`src/rtl/core/swpsf_pkg.sv`:
```
// shared types, constants and helpers of the sorted word prefix/suffix filter
package swpsf_pkg;

    localparam int CHAR_W      = 8;
    localparam int CNT_W       = 4;
    localparam int TEXT_W      = 64;
    localparam int LEN_W       = 7;
    localparam int CFG_IDX_W   = 3;
    localparam int IN_TDATA_W  = 8;
    localparam int OUT_TDATA_W = 16;

    // register indexes of the write port
    localparam logic [CFG_IDX_W-1:0] CFG_FOLD_MODE    = 3'd0;
    localparam logic [CFG_IDX_W-1:0] CFG_PREFIX_TEXT  = 3'd1;
    localparam logic [CFG_IDX_W-1:0] CFG_PREFIX_COUNT = 3'd2;
    localparam logic [CFG_IDX_W-1:0] CFG_SUFFIX_TEXT  = 3'd3;
    localparam logic [CFG_IDX_W-1:0] CFG_SUFFIX_COUNT = 3'd4;

    localparam logic [CHAR_W-1:0] CHAR_UPPER_A = 8'h41;
    localparam logic [CHAR_W-1:0] CHAR_UPPER_Z = 8'h5A;
    localparam logic [CHAR_W-1:0] CHAR_LOWER_A = 8'h61;

    typedef enum logic [1:0] {
        CMP_EQUAL = 2'd0,
        CMP_BELOW = 2'd1,
        CMP_ABOVE = 2'd2
    } t_cmp;

    typedef struct packed {
        logic              fold_mode;
        logic [TEXT_W-1:0] prefix_text;
        logic [CNT_W-1:0]  prefix_count;
        logic [TEXT_W-1:0] suffix_text;
        logic [CNT_W-1:0]  suffix_count;
    } t_cfg;

    // packed so that matched sits in bit 0
    typedef struct packed {
        logic [LEN_W-1:0] char_count;
        logic             past_range;
        logic             matched;
    } t_result;

    typedef struct packed {
        logic    valid;
        t_result data;
    } t_push;

    function automatic logic [CHAR_W-1:0] fold_char(input logic [CHAR_W-1:0] c,
                                                    input logic fold);
        logic [CHAR_W-1:0] r;
        r = c;
        if (fold && (c >= CHAR_UPPER_A) && (c <= CHAR_UPPER_Z)) begin
            r = c - CHAR_UPPER_A + CHAR_LOWER_A;
        end
        return r;
    endfunction

endpackage

```
`src/rtl/core/swpsf_word_track.sv`:
```
// per-word state: prefix compare, recent characters, length, stop latch and result
module swpsf_word_track #(
    parameter int MAX_AFFIX = 8,
    parameter int MAX_WORD  = 80
) (
    input  logic              i_clk,
    input  logic              i_rst_n,
    input  swpsf_pkg::t_cfg   i_cfg,
    input  logic              i_step,
    input  logic [7:0]        i_char,
    input  logic              i_end,
    output swpsf_pkg::t_push  o_push
);
    import swpsf_pkg::*;

    localparam int POS_W = $clog2(MAX_WORD);
    localparam int CMP_W = (POS_W > CNT_W) ? POS_W : CNT_W;
    localparam int REC_W = CHAR_W * MAX_AFFIX;

    logic [POS_W-1:0] r_pos, n_pos;
    t_cmp             r_cmp, n_cmp;
    logic [REC_W-1:0] r_recent, n_recent;
    logic             r_stopped, n_stopped;

    logic [CNT_W-1:0]  pcount, scount;
    logic [CMP_W-1:0]  pos_ext;
    logic [CHAR_W-1:0] fc, pc;
    logic              suffix_ok;
    t_push             push;

    always_comb begin
        pcount = (i_cfg.prefix_count > CNT_W'(MAX_AFFIX)) ? CNT_W'(MAX_AFFIX)
                                                          : i_cfg.prefix_count;
        scount = (i_cfg.suffix_count > CNT_W'(MAX_AFFIX)) ? CNT_W'(MAX_AFFIX)
                                                          : i_cfg.suffix_count;
        pos_ext = CMP_W'(r_pos);
        fc = fold_char(i_char, i_cfg.fold_mode);
        pc = fold_char(i_cfg.prefix_text[CHAR_W*pos_ext[2:0] +: CHAR_W], i_cfg.fold_mode);

        // each suffix lane checks independently, lanes past the count pass
        suffix_ok = (pos_ext >= CMP_W'(scount));
        for (int i = 0; i < MAX_AFFIX; i++) begin
            if ((CNT_W'(i) < scount) &&
                (fold_char(i_cfg.suffix_text[CHAR_W*i +: CHAR_W], i_cfg.fold_mode)
                 != r_recent[CHAR_W*i +: CHAR_W])) begin
                suffix_ok = 1'b0;
            end
        end

        n_pos     = r_pos;
        n_cmp     = r_cmp;
        n_recent  = r_recent;
        n_stopped = r_stopped;
        push      = '0;
        push.data.char_count = LEN_W'(r_pos);

        if (i_step && !i_end) begin
            if ((r_cmp == CMP_EQUAL) && (pos_ext < CMP_W'(pcount))) begin
                if (fc < pc) begin
                    n_cmp = CMP_BELOW;
                end else if (fc > pc) begin
                    n_cmp = CMP_ABOVE;
                end
            end
            n_recent         = r_recent << CHAR_W;
            n_recent[CHAR_W-1:0] = fc;
            if (pos_ext < CMP_W'(MAX_WORD - 1)) begin
                n_pos = r_pos + POS_W'(1);
            end
        end else if (i_step && i_end) begin
            push.valid = 1'b1;
            if (r_stopped) begin
                push.data.past_range = 1'b1;
            end else if (r_cmp == CMP_ABOVE) begin
                push.data.past_range = 1'b1;
                n_stopped            = 1'b1;
            end else if ((r_cmp == CMP_EQUAL) && (pos_ext >= CMP_W'(pcount))) begin
                push.data.matched = (scount == '0) || suffix_ok;
            end
            n_pos    = '0;
            n_cmp    = CMP_EQUAL;
            n_recent = '0;
        end
    end

    always_ff @(posedge i_clk) begin
        if (!i_rst_n) begin
            r_pos     <= '0;
            r_cmp     <= CMP_EQUAL;
            r_recent  <= '0;
            r_stopped <= 1'b0;
        end else begin
            r_pos     <= n_pos;
            r_cmp     <= n_cmp;
            r_recent  <= n_recent;
            r_stopped <= n_stopped;
        end
    end

    assign o_push = push;

endmodule

```
`src/rtl/core/swpsf_out_buf.sv`:
```
// two-entry result buffer: output register plus skid entry
module swpsf_out_buf (
    input  logic                i_clk,
    input  logic                i_rst_n,
    input  swpsf_pkg::t_push    i_push,
    output logic                o_full,
    output logic                o_valid,
    input  logic                i_ready,
    output swpsf_pkg::t_result  o_data
);
    import swpsf_pkg::*;

    logic [1:0] r_cnt, n_cnt;
    t_result    r_out, n_out;
    t_result    r_skid, n_skid;
    logic       pop;

    always_comb begin
        pop    = (r_cnt != 2'd0) && i_ready;
        n_cnt  = r_cnt;
        n_out  = r_out;
        n_skid = r_skid;
        case (r_cnt)
            2'd0: begin
                if (i_push.valid) begin
                    n_out = i_push.data;
                    n_cnt = 2'd1;
                end
            end
            2'd1: begin
                if (pop && i_push.valid) begin
                    n_out = i_push.data;
                end else if (pop) begin
                    n_cnt = 2'd0;
                end else if (i_push.valid) begin
                    n_skid = i_push.data;
                    n_cnt  = 2'd2;
                end
            end
            default: begin
                // full: no push can arrive here
                if (pop) begin
                    n_out = r_skid;
                    n_cnt = 2'd1;
                end
            end
        endcase
    end

    always_ff @(posedge i_clk) begin
        if (!i_rst_n) begin
            r_cnt <= 2'd0;
        end else begin
            r_cnt <= n_cnt;
        end
    end

    always_ff @(posedge i_clk) begin
        r_out  <= n_out;
        r_skid <= n_skid;
    end

    assign o_full  = (r_cnt == 2'd2);
    assign o_valid = (r_cnt != 2'd0);
    assign o_data  = r_out;

endmodule

```
`src/rtl/core/sorted_word_prefix_suffix_filter.sv`:
```
// top level of the sorted word prefix/suffix filter
// A sorted word list streams in one character per transfer; a transfer with tlast high is the
// newline that closes a word and carries no character. For each closed word the block returns
// one result transfer telling whether the word starts with the prefix and ends with the suffix
// (up to MAX_AFFIX characters each, optionally case folded), whether it sorts past the prefix
// range, and its length saturated at MAX_WORD-1. Once a word sorts past the range the scan is
// stopped until reset and every later word reports past_range. Throughput is one transfer per
// cycle: a character is taken into the input register, and the word logic between that register
// and the two-entry result buffer handles it in the next cycle. A word end goes from the input
// register through the word logic into the result buffer, which drives o_m_tdata. The input
// stalls only while a word end is waiting and both result buffer entries are held by the
// downstream side. Configuration writes act on the next cycle and are meant for idle times only.
module sorted_word_prefix_suffix_filter #(
    parameter int MAX_AFFIX = 8,
    parameter int MAX_WORD  = 80
) (
    input  logic                                  i_clk,
    input  logic                                  i_rst_n,
    // input stream
    input  logic                                  i_s_tvalid,
    output logic                                  o_s_tready,
    input  logic [swpsf_pkg::IN_TDATA_W-1:0]      i_s_tdata,   // [7:0] char_code
    input  logic                                  i_s_tlast,   // word_end
    // result stream
    output logic                                  o_m_tvalid,
    input  logic                                  i_m_tready,
    // [0] matched, [1] past_range, [8:2] char count, [15:9] zero
    output logic [swpsf_pkg::OUT_TDATA_W-1:0]     o_m_tdata,
    // configuration write port
    input  logic                                  i_cfg_we,
    input  logic [swpsf_pkg::CFG_IDX_W-1:0]       i_cfg_index,
    input  logic [swpsf_pkg::TEXT_W-1:0]          i_cfg_wdata
);
    import swpsf_pkg::*;

    // configuration registers
    t_cfg r_cfg;

    always_ff @(posedge i_clk) begin
        if (!i_rst_n) begin
            r_cfg <= '0;
        end else if (i_cfg_we) begin
            unique case (i_cfg_index)
                CFG_FOLD_MODE:    r_cfg.fold_mode    <= i_cfg_wdata[0];
                CFG_PREFIX_TEXT:  r_cfg.prefix_text  <= i_cfg_wdata;
                CFG_PREFIX_COUNT: r_cfg.prefix_count <= i_cfg_wdata[CNT_W-1:0];
                CFG_SUFFIX_TEXT:  r_cfg.suffix_text  <= i_cfg_wdata;
                CFG_SUFFIX_COUNT: r_cfg.suffix_count <= i_cfg_wdata[CNT_W-1:0];
                default: ; // unused indexes are ignored
            endcase
        end
    end

    // input register
    logic              r_in_valid;
    logic [CHAR_W-1:0] r_in_char;
    logic              r_in_end;
    logic              buf_full;
    logic              step;
    logic              in_xfer;

    // a character never needs buffer room, a word end needs a free entry
    assign step       = r_in_valid && (!r_in_end || !buf_full);
    assign o_s_tready = !r_in_valid || step;
    assign in_xfer    = i_s_tvalid && o_s_tready;

    always_ff @(posedge i_clk) begin
        if (!i_rst_n) begin
            r_in_valid <= 1'b0;
        end else if (o_s_tready) begin
            r_in_valid <= i_s_tvalid;
        end
    end

    always_ff @(posedge i_clk) begin
        if (in_xfer) begin
            r_in_char <= i_s_tdata[CHAR_W-1:0];
            r_in_end  <= i_s_tlast;
        end
    end

    // word logic
    t_push push;

    swpsf_word_track #(
        .MAX_AFFIX (MAX_AFFIX),
        .MAX_WORD  (MAX_WORD)
    ) u_track (
        .i_clk   (i_clk),
        .i_rst_n (i_rst_n),
        .i_cfg   (r_cfg),
        .i_step  (step),
        .i_char  (r_in_char),
        .i_end   (r_in_end),
        .o_push  (push)
    );

    // result buffer
    t_result out_data;

    swpsf_out_buf u_buf (
        .i_clk   (i_clk),
        .i_rst_n (i_rst_n),
        .i_push  (push),
        .o_full  (buf_full),
        .o_valid (o_m_tvalid),
        .i_ready (i_m_tready),
        .o_data  (out_data)
    );

    assign o_m_tdata = OUT_TDATA_W'(out_data);

endmodule

```
`config.mk`:
```
export PLATFORM = sky130hd
export DESIGN_NAME = sorted_word_prefix_suffix_filter
export DESIGN_NICKNAME = d
export VERILOG_FILES = /design/src/rtl/core/swpsf_pkg.sv /design/src/rtl/core/swpsf_word_track.sv /design/src/rtl/core/swpsf_out_buf.sv /design/src/rtl/core/sorted_word_prefix_suffix_filter.sv
export SDC_FILE = /design/constraint.sdc
export NUM_CORES = 1
export LEC_CHECK = 0
export BUFFER_PORTS_ARGS = -buffer_cell sky130_fd_sc_hd__buf_2
export CAP_MARGIN = 20
export CORE_MARGIN = 2
export CORE_UTILIZATION = 64
export DETAILED_ROUTE_END_ITERATION = 7
export PLACE_DENSITY_LB_ADDON = 0.05
export SYNTH_ARGS = -nofsm -noshare
export SYNTH_HDL_FRONTEND = slang
export SYNTH_SLANG_ARGS = --single-unit
export TNS_END_PERCENT = 20
```
`constraint.sdc`:
```
create_clock -name i_clk -period 5 [get_ports i_clk]
set_input_delay 0.5 -clock i_clk [delete_from_list [all_inputs] [get_ports i_clk]]
set_output_delay 0.5 -clock i_clk [all_outputs]
set_load 0.01 [all_outputs]
```
==> flow_summary.json, run 1 <==
{
  "ctsRootBufferMaster": "clkbuf_16",
  "required_ps": 5470,
  "dp_hpwl_um": 20100,
  "timing.setup.tns_ps": 0,
  "layout.nets": 1481,
  "synth-edff-count": 27,
  "antenna_found_initial": 0,
  "die_h_um": 137,
  "yosysTopAreaCell": "dfxtp_1",
  "synthCells": 1328,
  "drt_iter0_markers": 946,
  "wirelength_um": 29200,
  "cts_buffers": 25,
  "path_buf_inv": 0,
  "cp-start-kind": "flip-flop",
  "synth_seq_area_share_pct": 45.3,
  "status": "completed",
  "finalNonFillerCells": 1617,
  "irDropWorstVdd_mv": 0.309,
  "synthesis.area_sq_um": 11300,
  "port_buffers": 91,
  "dp_slack_ps": 1270,
  "synth_top_area_share_pct": 38.1,
  "cp_data_arrival_time_ps": 4310,
  "ant_nets": 0,
  "grt_max_degree": 126,
  "critPathCapture": "u_track.r_cmp[0]$_SDFFE_PN0P_",
  "die-area_sq_um": 18700,
  "floorplan.core_area_sq_um": 17200,
  "synth_flop_cell": "dfxtp_1",
  "worstReg2RegStart": "u_track.pos_ext[1]$_SDFFE_PN0P_",
  "dr.pass1.iters": 5,
  "hold_buffers": 0,
  "endpoint_kind": "flip-flop",
  "drv_cap": 0,
  "vias_per_cell": 5.93,
  "r2r_cells": 13,
  "hp-class": "in -> reg",
  "grt_pass1_wl_um": 45800,
  "ys_ff_latch": 241,
  "post-route-period-util_pct": 76.8,
  "avgRoutedWirePerCell_um": 18.1,
  "gp_congestion": 0.922,
  "cts_setup_buffers": 0,
  "crit_cells": 13,
  "crit_start": "u_track.pos_ext[1]$_SDFFE_PN0P_",
  "grt-ovfl-total": 0,
  "synth.avg_cell_area_sq_um": 8.47,
  "layout-drive-gt1-share_pct": 13.3,
  "n_antenna_cell": 0,
  "grt_pass1_vias": 8667,
  "cellPowerDensity_nw_per_um2": 333,
  "yosys_warnings": 0,
  "setup_viol": 0,
  "yosysUniqueCellTypes": 67,
  "fin_ws_ps": 1160,
  "hold_viol_final": 0,
  "clk_latency_ps": 530,
  "fill_cells": 1354,
  "rows": 48,
  "worst_slew_pin_slew_ps": 1010,
  "io_pins": 99,
  "route.vias.total": 9589,
  "rsz0062_at_grt": "no",
  "synthArstFlopShare_pct": 0,
  "clkSinkCount": 241,
  "slew_viol_final": 0,
  "clock_skew_ps": 13.1,
  "power.leakage_nw": 4.55,
  "post_cts_resized": 0,
  "track_usage_pct": 31.2,
  "htreeDepth": 1,
  "drc": 0,
  "r2r_setup_slack_ps": 1160,
  "initial_core_util_pct": 65.3,
  "cp_cell_sequence": "mux4_2 > mux2_2 > nor2_1 > nand3_1 > nor3_1 > nor2_1 > ha_1 > a21o_1 > a21o_1 > a21oi_1 > o21ai_0 > o41ai_1 > and3_1",
  "max_freq_mhz": 260,
  "cp_max_fo": 23,
  "cts_tree": "yes",
  "timing.final.crit_period_ps": 3840,
  "slowest_delay_ps": 990,
  "path_clk_slew_ps": 60,
  "slew_headroom_pct": 32.3,
  "die_x_um": 137,
  "cts_buffer_depth": 3,
  "rr_endpoint": "u_track.r_cmp[0]$_SDFFE_PN0P_",
  "cp_top_family": "flip-flops",
  "area_growth_pct": 11.7,
  "dpl.cell_count": 1571,
  "slowest_stage": "dfxtp_1",
  "synth.area.top_cells": "dfxtp_1, nand2_1, a21oi_1",
  "path_class": "reg -> reg"
}
synthesized netlist by cell type (7+ instances only):
master,instances
mux4_2,16
or3_1,9
nor4_1,7
xor2_1,25
nand4_1,8
nand2_1,354
inv_1,23
mux2i_1,12
mux2_2,13
nor3_1,14
edfxtp_1,27
ha_1,27
nand3b_1,58
o21ai_0,19
a21o_1,7
clkbuf_1,74
dfxtp_1,214
a21oi_1,216
nor2_1,43
nor2b_1,8
buf_4,7
nand3_1,18
xnor2_1,39
cells by family (layout without fill, tap and decap cells):
logic type	after synthesis	in the layout	synth area share, %
compound gates	288	288	14.3
fa+ha+maj	27	27	3.00
xor+xnor	64	64	4.98
flops	241	241	45.3
buf+inv	113	171	4.10
simple gates	553	553	22.7
mux	41	41	5.57
other cells	1	7	0.0333
per-stage QoR:
stage / util (%) / total power [W] / hold WS (ps) / area (sq um)
2_1_floorplan: - / 0.00223 / 406 / 11300
3_3_place_gp: 68.1 / 0.00234 / 443 / 11700
3_5_place_dp: 68.1 / 0.00234 / 448 / 11700
4_1_cts: 72.9 / 0.00419 / 133 / 12600
5_1_grt: 72.9 / 0.00430 / 133 / 12600
6_report: 72.9 / 0.00418 / 145 / 12600
how the worst min path moves through the flow:
stage | from | to | slack [ps] | cells past startpoint
4_1_cts | i_s_tdata[1] | r_in_char[1]$_DFFE_PP_ | 130 | 1
6_report | i_s_tlast | r_in_end$_DFFE_PP_ | 140 | 1
3_5_place_dp | r_cfg[125]$_SDFFE_PN0P_ | r_cfg[125]$_SDFFE_PN0P_ | 450 | 2
2_1_floorplan | u_track.pos_ext[4]$_SDFFE_PN0P_ | u_buf.r_skid[6]$_DFFE_PP_ | 410 | 0
3_3_place_gp | r_cfg[135]$_SDFFE_PN0P_ | r_cfg[135]$_SDFFE_PN0P_ | 440 | 2
5_1_grt | i_s_tdata[1] | r_in_char[1]$_DFFE_PP_ | 130 | 1
power by group:
group	switching, W	internal [W]	leakage, nW
logic	0.000178	0.000103	2.16
clock network	0.000769	0.00111	0.405
registers	0.0000332	0.00199	1.99
cell usage in the layout, fill, tap and decap left out, types with 14 or more instances in the layout:
cell       Yosys  final
clkbuf_16      0     25
inv_1         23     22
xor2_1        25     25
nand3b_1      58     58
o21ai_0       19     19
nand3_1       18     17
ha_1          27     27
xnor2_1       39     39
nor2_1        43     42
buf_2          3     91
mux4_2        16     16
edfxtp_1      27     27
nor3_1        14     14
dfxtp_1      214    213
nand2_1      354    353
a21oi_1      216    216
sequential cells by signal, indices dropped and copies added, names as in the netlist:
register	count
r_cfg	137
r_in_char	8
r_in_end	1
r_in_valid	1
u_buf.o_data	9
u_buf.r_cnt	2
u_buf.r_skid	9
u_track.pos_ext	7
u_track.r_cmp	2
u_track.r_recent	64
u_track.r_stopped	1
layout make-up:
class / count / area (sq um) / area share (%)
Clock buffer: 39 / 728 / 5.80
Clock inverter: 7 / 95.1 / 0.757
Inverter: 23 / 91.3 / 0.727
Multi-Input combinational cell: 980 / 5730 / 45.6
Sequential cell: 241 / 5100 / 40.6
Tap cell: 225 / 282 / 2.24
Timing Repair Buffer: 102 / 538 / 4.28
metal layers:
| metal | GRT usage (%) | wire, um | vias to the layer above |
|---|---|---|---|
| li1 | - | - | 4639 |
| met2 | 50.5 | 13600 | 379 |
| met5 | 0 | 0 | - |
| met1 | 43.7 | 12600 | 4511 |
| met4 | 8.97 | 782 | 0 |
| met3 | 4.37 | 2270 | 60 |
No activity file was read; power rests on OpenSTA's default activity.
==> run 2: changes to the inputs <==
--- a/config.mk
+++ b/config.mk
@@ -8,7 +8,7 @@
 export BUFFER_PORTS_ARGS = -buffer_cell sky130_fd_sc_hd__buf_2
 export CAP_MARGIN = 20
 export CORE_MARGIN = 2
-export CORE_UTILIZATION = 64
+export CORE_UTILIZATION = 60
 export DETAILED_ROUTE_END_ITERATION = 7
 export PLACE_DENSITY_LB_ADDON = 0.05
 export SYNTH_ARGS = -nofsm -noshare
==> constraint.sdc (replaced) <==
create_clock -name i_clk -period 3.6 [get_ports i_clk]
set_input_delay 0.36 -clock i_clk [delete_from_list [all_inputs] [get_ports i_clk]]
set_output_delay 0.36 -clock i_clk [all_outputs]
set_load 0.01 [all_outputs]
==> run 2 against run 1 <==
First-iteration DRC count decreased by 26%. Critical path depth increased by 1. Power increased by 39%. Sequential share of layout area decreased by 0.42 points. Worst hold slack got worse by 130 ps. Die area increased by 6.5%. Clock skew increased by 11 ps. Design area increased by 1.1%. Utilization decreased by 4.6 points. Worst setup slack got worse by 890 ps. Flip-flop and latch count unchanged. Largest cell class unchanged. Largest power group unchanged.
==> flow_summary.json, run 2 (synthesized netlist as in run 1, its figures left out) <==
{
  "status": "completed",
  "area_growth_pct": 12.8,
  "max_freq_mhz": 301,
  "rsz0062_at_grt": "no",
  "antenna_found_initial": 1,
  "grt_pass1_wl_um": 47700,
  "hp-class": "in -> reg",
  "rows": 50,
  "route.vias.total": 9655,
  "cp-start-kind": "flip-flop",
  "cp_data_arrival_time_ps": 3790,
  "cts_tree": "yes",
  "wirelength_um": 30200,
  "timing.final.crit_period_ps": 3320,
  "drv_cap": 0,
  "gp_congestion": 0.952,
  "dp_hpwl_um": 21000,
  "grt_max_degree": 108,
  "layout.nets": 1490,
  "io_pins": 99,
  "slew_headroom_pct": 39.7,
  "final_area_sq_um": 12700,
  "path_clk_slew_ps": 70,
  "post-route-period-util_pct": 92.4,
  "timing.setup.tns_ps": 0,
  "grt-ovfl-total": 0,
  "port_buffers": 91,
  "initial_core_util_pct": 60.6,
  "die-area_sq_um": 19900,
  "path_class": "reg -> reg",
  "avgRoutedWirePerCell_um": 18.5,
  "place_area_sq_um": 11800,
  "cp_max_fo": 19,
  "ctsRootBufferMaster": "clkbuf_16",
  "fill_cells": 1547,
  "die_h_um": 141,
  "floorplan.core_area_sq_um": 18600,
  "layout_common_cells": "nand2_1, a21oi_1, dfxtp_1",
  "ant_nets": 0,
  "clk_latency_ps": 530,
  "setup_viol": 0,
  "vias_per_cell": 5.91,
  "hold_viol_final": 0,
  "die_x_um": 141,
  "clock_skew_ps": 24.4,
  "cts_buffers": 25,
  "fin_total_pwr_w": 0.00582,
  "cellPowerDensity_nw_per_um2": 458,
  "n_antenna_cell": 0,
  "worst_slew_pin_slew_ps": 900,
  "layout-drive-gt1-share_pct": 14.1,
  "slew_viol_final": 0,
  "cts_buffer_depth": 3,
  "drt_iter0_markers": 704,
  "required_ps": 4070,
  "clkSinkCount": 241,
  "power.leakage_nw": 4.60,
  "mostFrequentLayoutCell": "nand2_1",
  "drc": 0,
  "irDropWorstVdd_mv": 0.347,
  "htreeDepth": 1,
  "track_usage_pct": 30.0,
  "reg.largest.list": "r_cfg x137, u_track.r_recent x64",
  "grt_pass1_vias": 8936,
  "endpoint_kind": "flip-flop",
  "dr.pass1.iters": 5,
  "top_register": "r_cfg",
  "largest_reg_flops": 137
}
[run 2: repair_timing]
action                                  CTS  global route
endpoints found under the hold margin     2             1
gates resized for setup                   0             2
hold buffers                              2             1
buffers inserted                          0             0
endpoints found under the setup margin    0             1
[run 2: worst paths after layout]
check | startpoint | endpoint | slack, ps | cells after the start
worst max-delay path | u_track.pos_ext[0]$_SDFFE_PN0P_ | u_track.r_cmp[0]$_SDFFE_PN0P_ | 280 | 14
worst min-delay path | i_s_tdata[4] | r_in_char[4]$_DFFE_PP_ | 20 | 1
worst max register to register | u_track.pos_ext[0]$_SDFFE_PN0P_ | u_track.r_cmp[0]$_SDFFE_PN0P_ | 280 | 14
worst min register to register | r_cfg[88]$_SDFFE_PN0P_ | r_cfg[88]$_SDFFE_PN0P_ | 450 | 2
[run 2: metrics by stage]
stage,setup WS [ps],std cells,hold WS (ps),util [%]
2_1_floorplan,288,1334,406,-
3_3_place_gp,331,1586,441,63.6
3_5_place_dp,252,1586,444,63.6
4_1_cts,235,1634,7.47,68.2
5_1_grt,21.0,1635,5.91,68.3
6_report,275,1635,17.9,68.3
[run 2: power by group]
part	internal, W	total, W	switching [W]	leakage [nW]
registers	0.00276	0.00280	0.0000435	1.99
logic	0.000151	0.000410	0.000259	2.21
clock network	0.00153	0.00260	0.00108	0.402
total	0.00444	0.00582	0.00138	4.60
[run 2: critical path: stages (launching register included)]
cell     delay (ps)
dfxtp_1         390
buf_12          210
mux4_2          550
mux2_2          290
nor2_1          100
nand3_1         100
nor3_2          230
nor2_1           70
ha_1            300
a21o_1          160
a21o_1          170
a21oi_1         130
o21ai_0         120
o41ai_1         230
and3_1          200
[run 2: layout make-up]
class	count	area, sq um	area share (%)
clock buffers	33	706	5.56
well taps	234	293	2.31
clock inverters	13	128	1.01
flip-flops and latches	241	5100	40.1
inverters	23	91.3	0.719
multi-input cells	980	5740	45.2
repair buffers	111	638	5.03
[run 2: metal layers]
layer  vias to the layer above  wire, um  track usage, %  share of wire, %
met2                       333     14000            48.4                46
met4                         2       864            9.00               2.9
met1                      4589     13400            42.0                44
met3                        70      1980            4.69               6.5
li1                       4661         -               -                 -
met5                         -        14               0             0.046
==> run 3: changes to the inputs <==
--- a/config.mk
+++ b/config.mk
@@ -5,12 +5,14 @@
 export SDC_FILE = /design/constraint.sdc
 export NUM_CORES = 1
 export LEC_CHECK = 0
+export ABC_AREA = 1
 export BUFFER_PORTS_ARGS = -buffer_cell sky130_fd_sc_hd__buf_2
 export CAP_MARGIN = 20
 export CORE_MARGIN = 2
 export CORE_UTILIZATION = 60
 export DETAILED_ROUTE_END_ITERATION = 7
 export PLACE_DENSITY_LB_ADDON = 0.05
+export REMOVE_ABC_BUFFERS = 1
 export SYNTH_ARGS = -nofsm -noshare
 export SYNTH_HDL_FRONTEND = slang
 export SYNTH_SLANG_ARGS = --single-unit
==> run 3 against run 2 <==
Non-clock buffer count down 1. Largest cell class unchanged. Global-route usage up 0.18 points. Design area up 3.9%. Final cell count up 21%. Worst setup slack better by 470 ps. Critical path depth up 5. Power up 7.0%. Critical endpoint is now u_track.r_cmp[1]$_SDFFE_PN0P_. Worst hold slack better by 67 ps. Largest power group unchanged. Register-to-register slack better by 470 ps.
==> flow_summary.json, run 3 <==
{
  "layout_common_cells": "nand2_1, nor2_1, dfxtp_1",
  "initial_core_util_pct": 61.6,
  "timing.setup.tns_ps": 0,
  "reg.largest.list": "r_cfg x137, u_track.r_recent x64",
  "clock_skew_ps": 12.2,
  "largest_reg_flops": 137,
  "synth-edff-count": 27,
  "cts_tree": "yes",
  "rows": 50,
  "yosys_warnings": 0,
  "fill_cells": 1621,
  "grt-busiest-layer": "met2",
  "yosysMostFrequentCell": "nand2_1",
  "p_switching_w": 0.00152,
  "multi_input_area_sq_um": 5560,
  "grt_pass1_wl_um": 49900,
  "ctsRootBufferMaster": "clkbuf_16",
  "cp_top_family": "simple AND/OR/NAND/NOR gates",
  "dpl.cell_count": 1924,
  "synth.avg_cell_area_sq_um": 7.09,
  "synthCells": 1641,
  "synth_top_area_share_pct": 36.8,
  "worst_slew_pin_slew_ps": 762,
  "ys_ff_latch": 241,
  "setup_viol": 0,
  "track_usage_pct": 30.2,
  "grt.met3_usage_pct": 3.55,
  "synth_flop_cell": "dfxtp_1",
  "slowest_stage": "inv_2",
  "post_cts_resized": 0,
  "layout-drive-gt1-share_pct": 10.8,
  "max_freq_mhz": 351,
  "rsz0062_at_grt": "no",
  "hold_viol_final": 0,
  "cp_cell_sequence": "inv_2 > nor2_1 > o22ai_1 > nand2_1 > nand2_1 > nor2_1 > nor3_1 > o21ai_1 > nand3_1 > o21ai_1 > ha_1 > nand2_1 > nor2_1 > nand2_1 > o211ai_1 > nand2_1 > nand2_1 > nand2_1 > nor2_1",
  "synth_common_cells": "nand2_1, nor2_1, dfxtp_1",
  "ant_nets": 0,
  "seq_power_share_pct": 45.7,
  "die_h_um": 143,
  "cts_setup_buffers": 0,
  "cts_buffers": 26,
  "hold_buffers": 9,
  "cp-start-kind": "flip-flop",
  "hp-class": "in -> reg",
  "yosysUniqueCellTypes": 42,
  "synthesis.area_sq_um": 11600,
  "mostFrequentLayoutCell": "nand2_1",
  "slew_viol_final": 0,
  "wirelength_um": 30700,
  "drv_cap": 0,
  "dr.pass1.iters": 5,
  "io_pins": 99,
  "clk_latency_ps": 530,
  "drc": 0,
  "dp_hpwl_um": 21000,
  "slew_headroom_pct": 49.0,
  "clkSinkCount": 241,
  "n_antenna_cell": 0,
  "die_x_um": 143,
  "irDropWorstVdd_mv": 0.429,
  "fin_total_pwr_w": 0.00622,
  "layout.nets": 1809,
  "drt_iter0_markers": 842,
  "cp_data_arrival_time_ps": 3320,
  "synth_seq_area_share_pct": 43.8,
  "timing.final.crit_period_ps": 2850,
  "port_buffers": 91,
  "r2r_cells": 19,
  "synthArstFlopShare_pct": 0,
  "slowest_delay_ps": 430,
  "met2_usage_pct": 49.8,
  "grt-ovfl-total": 0,
  "avgRoutedWirePerCell_um": 15.5,
  "top_register": "r_cfg",
  "finalNonFillerCells": 1980,
  "clockPowerShare_pct": 45.7,
  "floorplan.core_area_sq_um": 18900,
  "route.vias.total": 10700,
  "grt_pass1_vias": 9784,
  "cp_max_fo": 36,
  "path_buf_inv": 1,
  "status": "completed",
  "htreeDepth": 1,
  "regArea_sq_um": 5090,
  "post-route-period-util_pct": 79.2,
  "die-area_sq_um": 20500,
  "vias_per_cell": 5.38,
  "grt_max_degree": 83,
  "gp_congestion": 0.884,
  "path_clk_slew_ps": 60,
  "worstHoldPathCells": 3,
  "yosysTopAreaCell": "dfxtp_1",
  "p_comb_share_pct": 8.6,
  "power.leakage_nw": 5.50,
  "p_sw_share_pct": 24.4,
  "area_growth_pct": 13.4,
  "place_area_sq_um": 12200,
  "cts_buffer_depth": 3,
  "p_int_w": 0.00471,
  "required_ps": 4070,
  "crit_cells": 19,
  "post-route-util_pct": 69.8,
  "antenna_found_initial": 0,
  "path_class": "reg -> reg",
  "final_area_sq_um": 13200,
  "cpMostUsedCell": "nand2_1",
  "met1_usage_pct": 41.9,
  "synth.area.top_cells": "dfxtp_1, nand2_1, o21ai_0",
  "cellPowerDensity_nw_per_um2": 472,
  "endpoint_kind": "flip-flop"
}
-- run 3: changes by cell type after synthesis, sizes merged, moves of 20 or more --
cell and change:
clkbuf -20, o21ai +182, xnor2 -23, nand3 +38
inv +151, nand3b -52, nor2 +207, a21oi -63
-- run 3: metrics by stage --
step / setup slack [ps] / hold WS [ps]
after floorplan: -1190 / 445
after global placement: 907 / 463
after detailed placement: 790 / 469
after CTS: 778 / 80.3
after global routing: 413 / 90.3
final: 750 / 84.9
-- run 3: tightest hold or removal path: cells and delay by family --
family	cells	cell delay, ps
buf+inv	1	90
simple gates	2	130
-- run 3: kinds of logic after synthesis --
logic type	count (synthesis)	share of synthesized area, %
buf+inv	258	8.84
fa+ha+maj	27	2.90
compound gates	384	17.2
flops	241	43.8
other cells	1	0.0322
xor+xnor	34	2.56
simple gates	696	24.7
-- run 3: final cells by class --
cell class	count	share of cell area, %
tap	260	2.47
sequential	241	38.6
clock inverter	14	1.40
inverter	174	4.95
clock buffer	33	5.59
multi-input combinational	1148	42.2
timing repair buffer	110	4.82
-- run 3: per-layer routing --
metal | wire length [um] | share of wire [%] | vias to the layer above
li1 | - | - | 5433
met5 | 0 | 0 | -
met4 | 910 | 3.0 | 0
met2 | 14100 | 46 | 290
met1 | 14300 | 46 | 4868
met3 | 1440 | 4.7 | 68
-- run 3: worst paths after layout --
kind                              startpoint                       endpoint  slack [ps]
max          u_track.pos_ext[0]$_SDFFE_PN0P_  u_track.r_cmp[1]$_SDFFE_PN0P_         750
min                          i_cfg_wdata[63]        r_cfg[135]$_SDFFE_PN0P_          80
max reg2reg  u_track.pos_ext[0]$_SDFFE_PN0P_  u_track.r_cmp[1]$_SDFFE_PN0P_         750
min reg2reg            r_cfg[0]$_SDFFE_PN0P_          r_cfg[0]$_SDFFE_PN0P_         480
-- run 3: power by group through the flow --
stage          Combinational, W  Clock (W)  Sequential, W
2_1_floorplan          0.000317          0        0.00289
3_3_place_gp           0.000508          0        0.00290
3_5_place_dp           0.000518          0        0.00290
4_1_cts                0.000528    0.00287        0.00284
5_1_grt                0.000605    0.00298        0.00285
6_report               0.000535    0.00284        0.00285
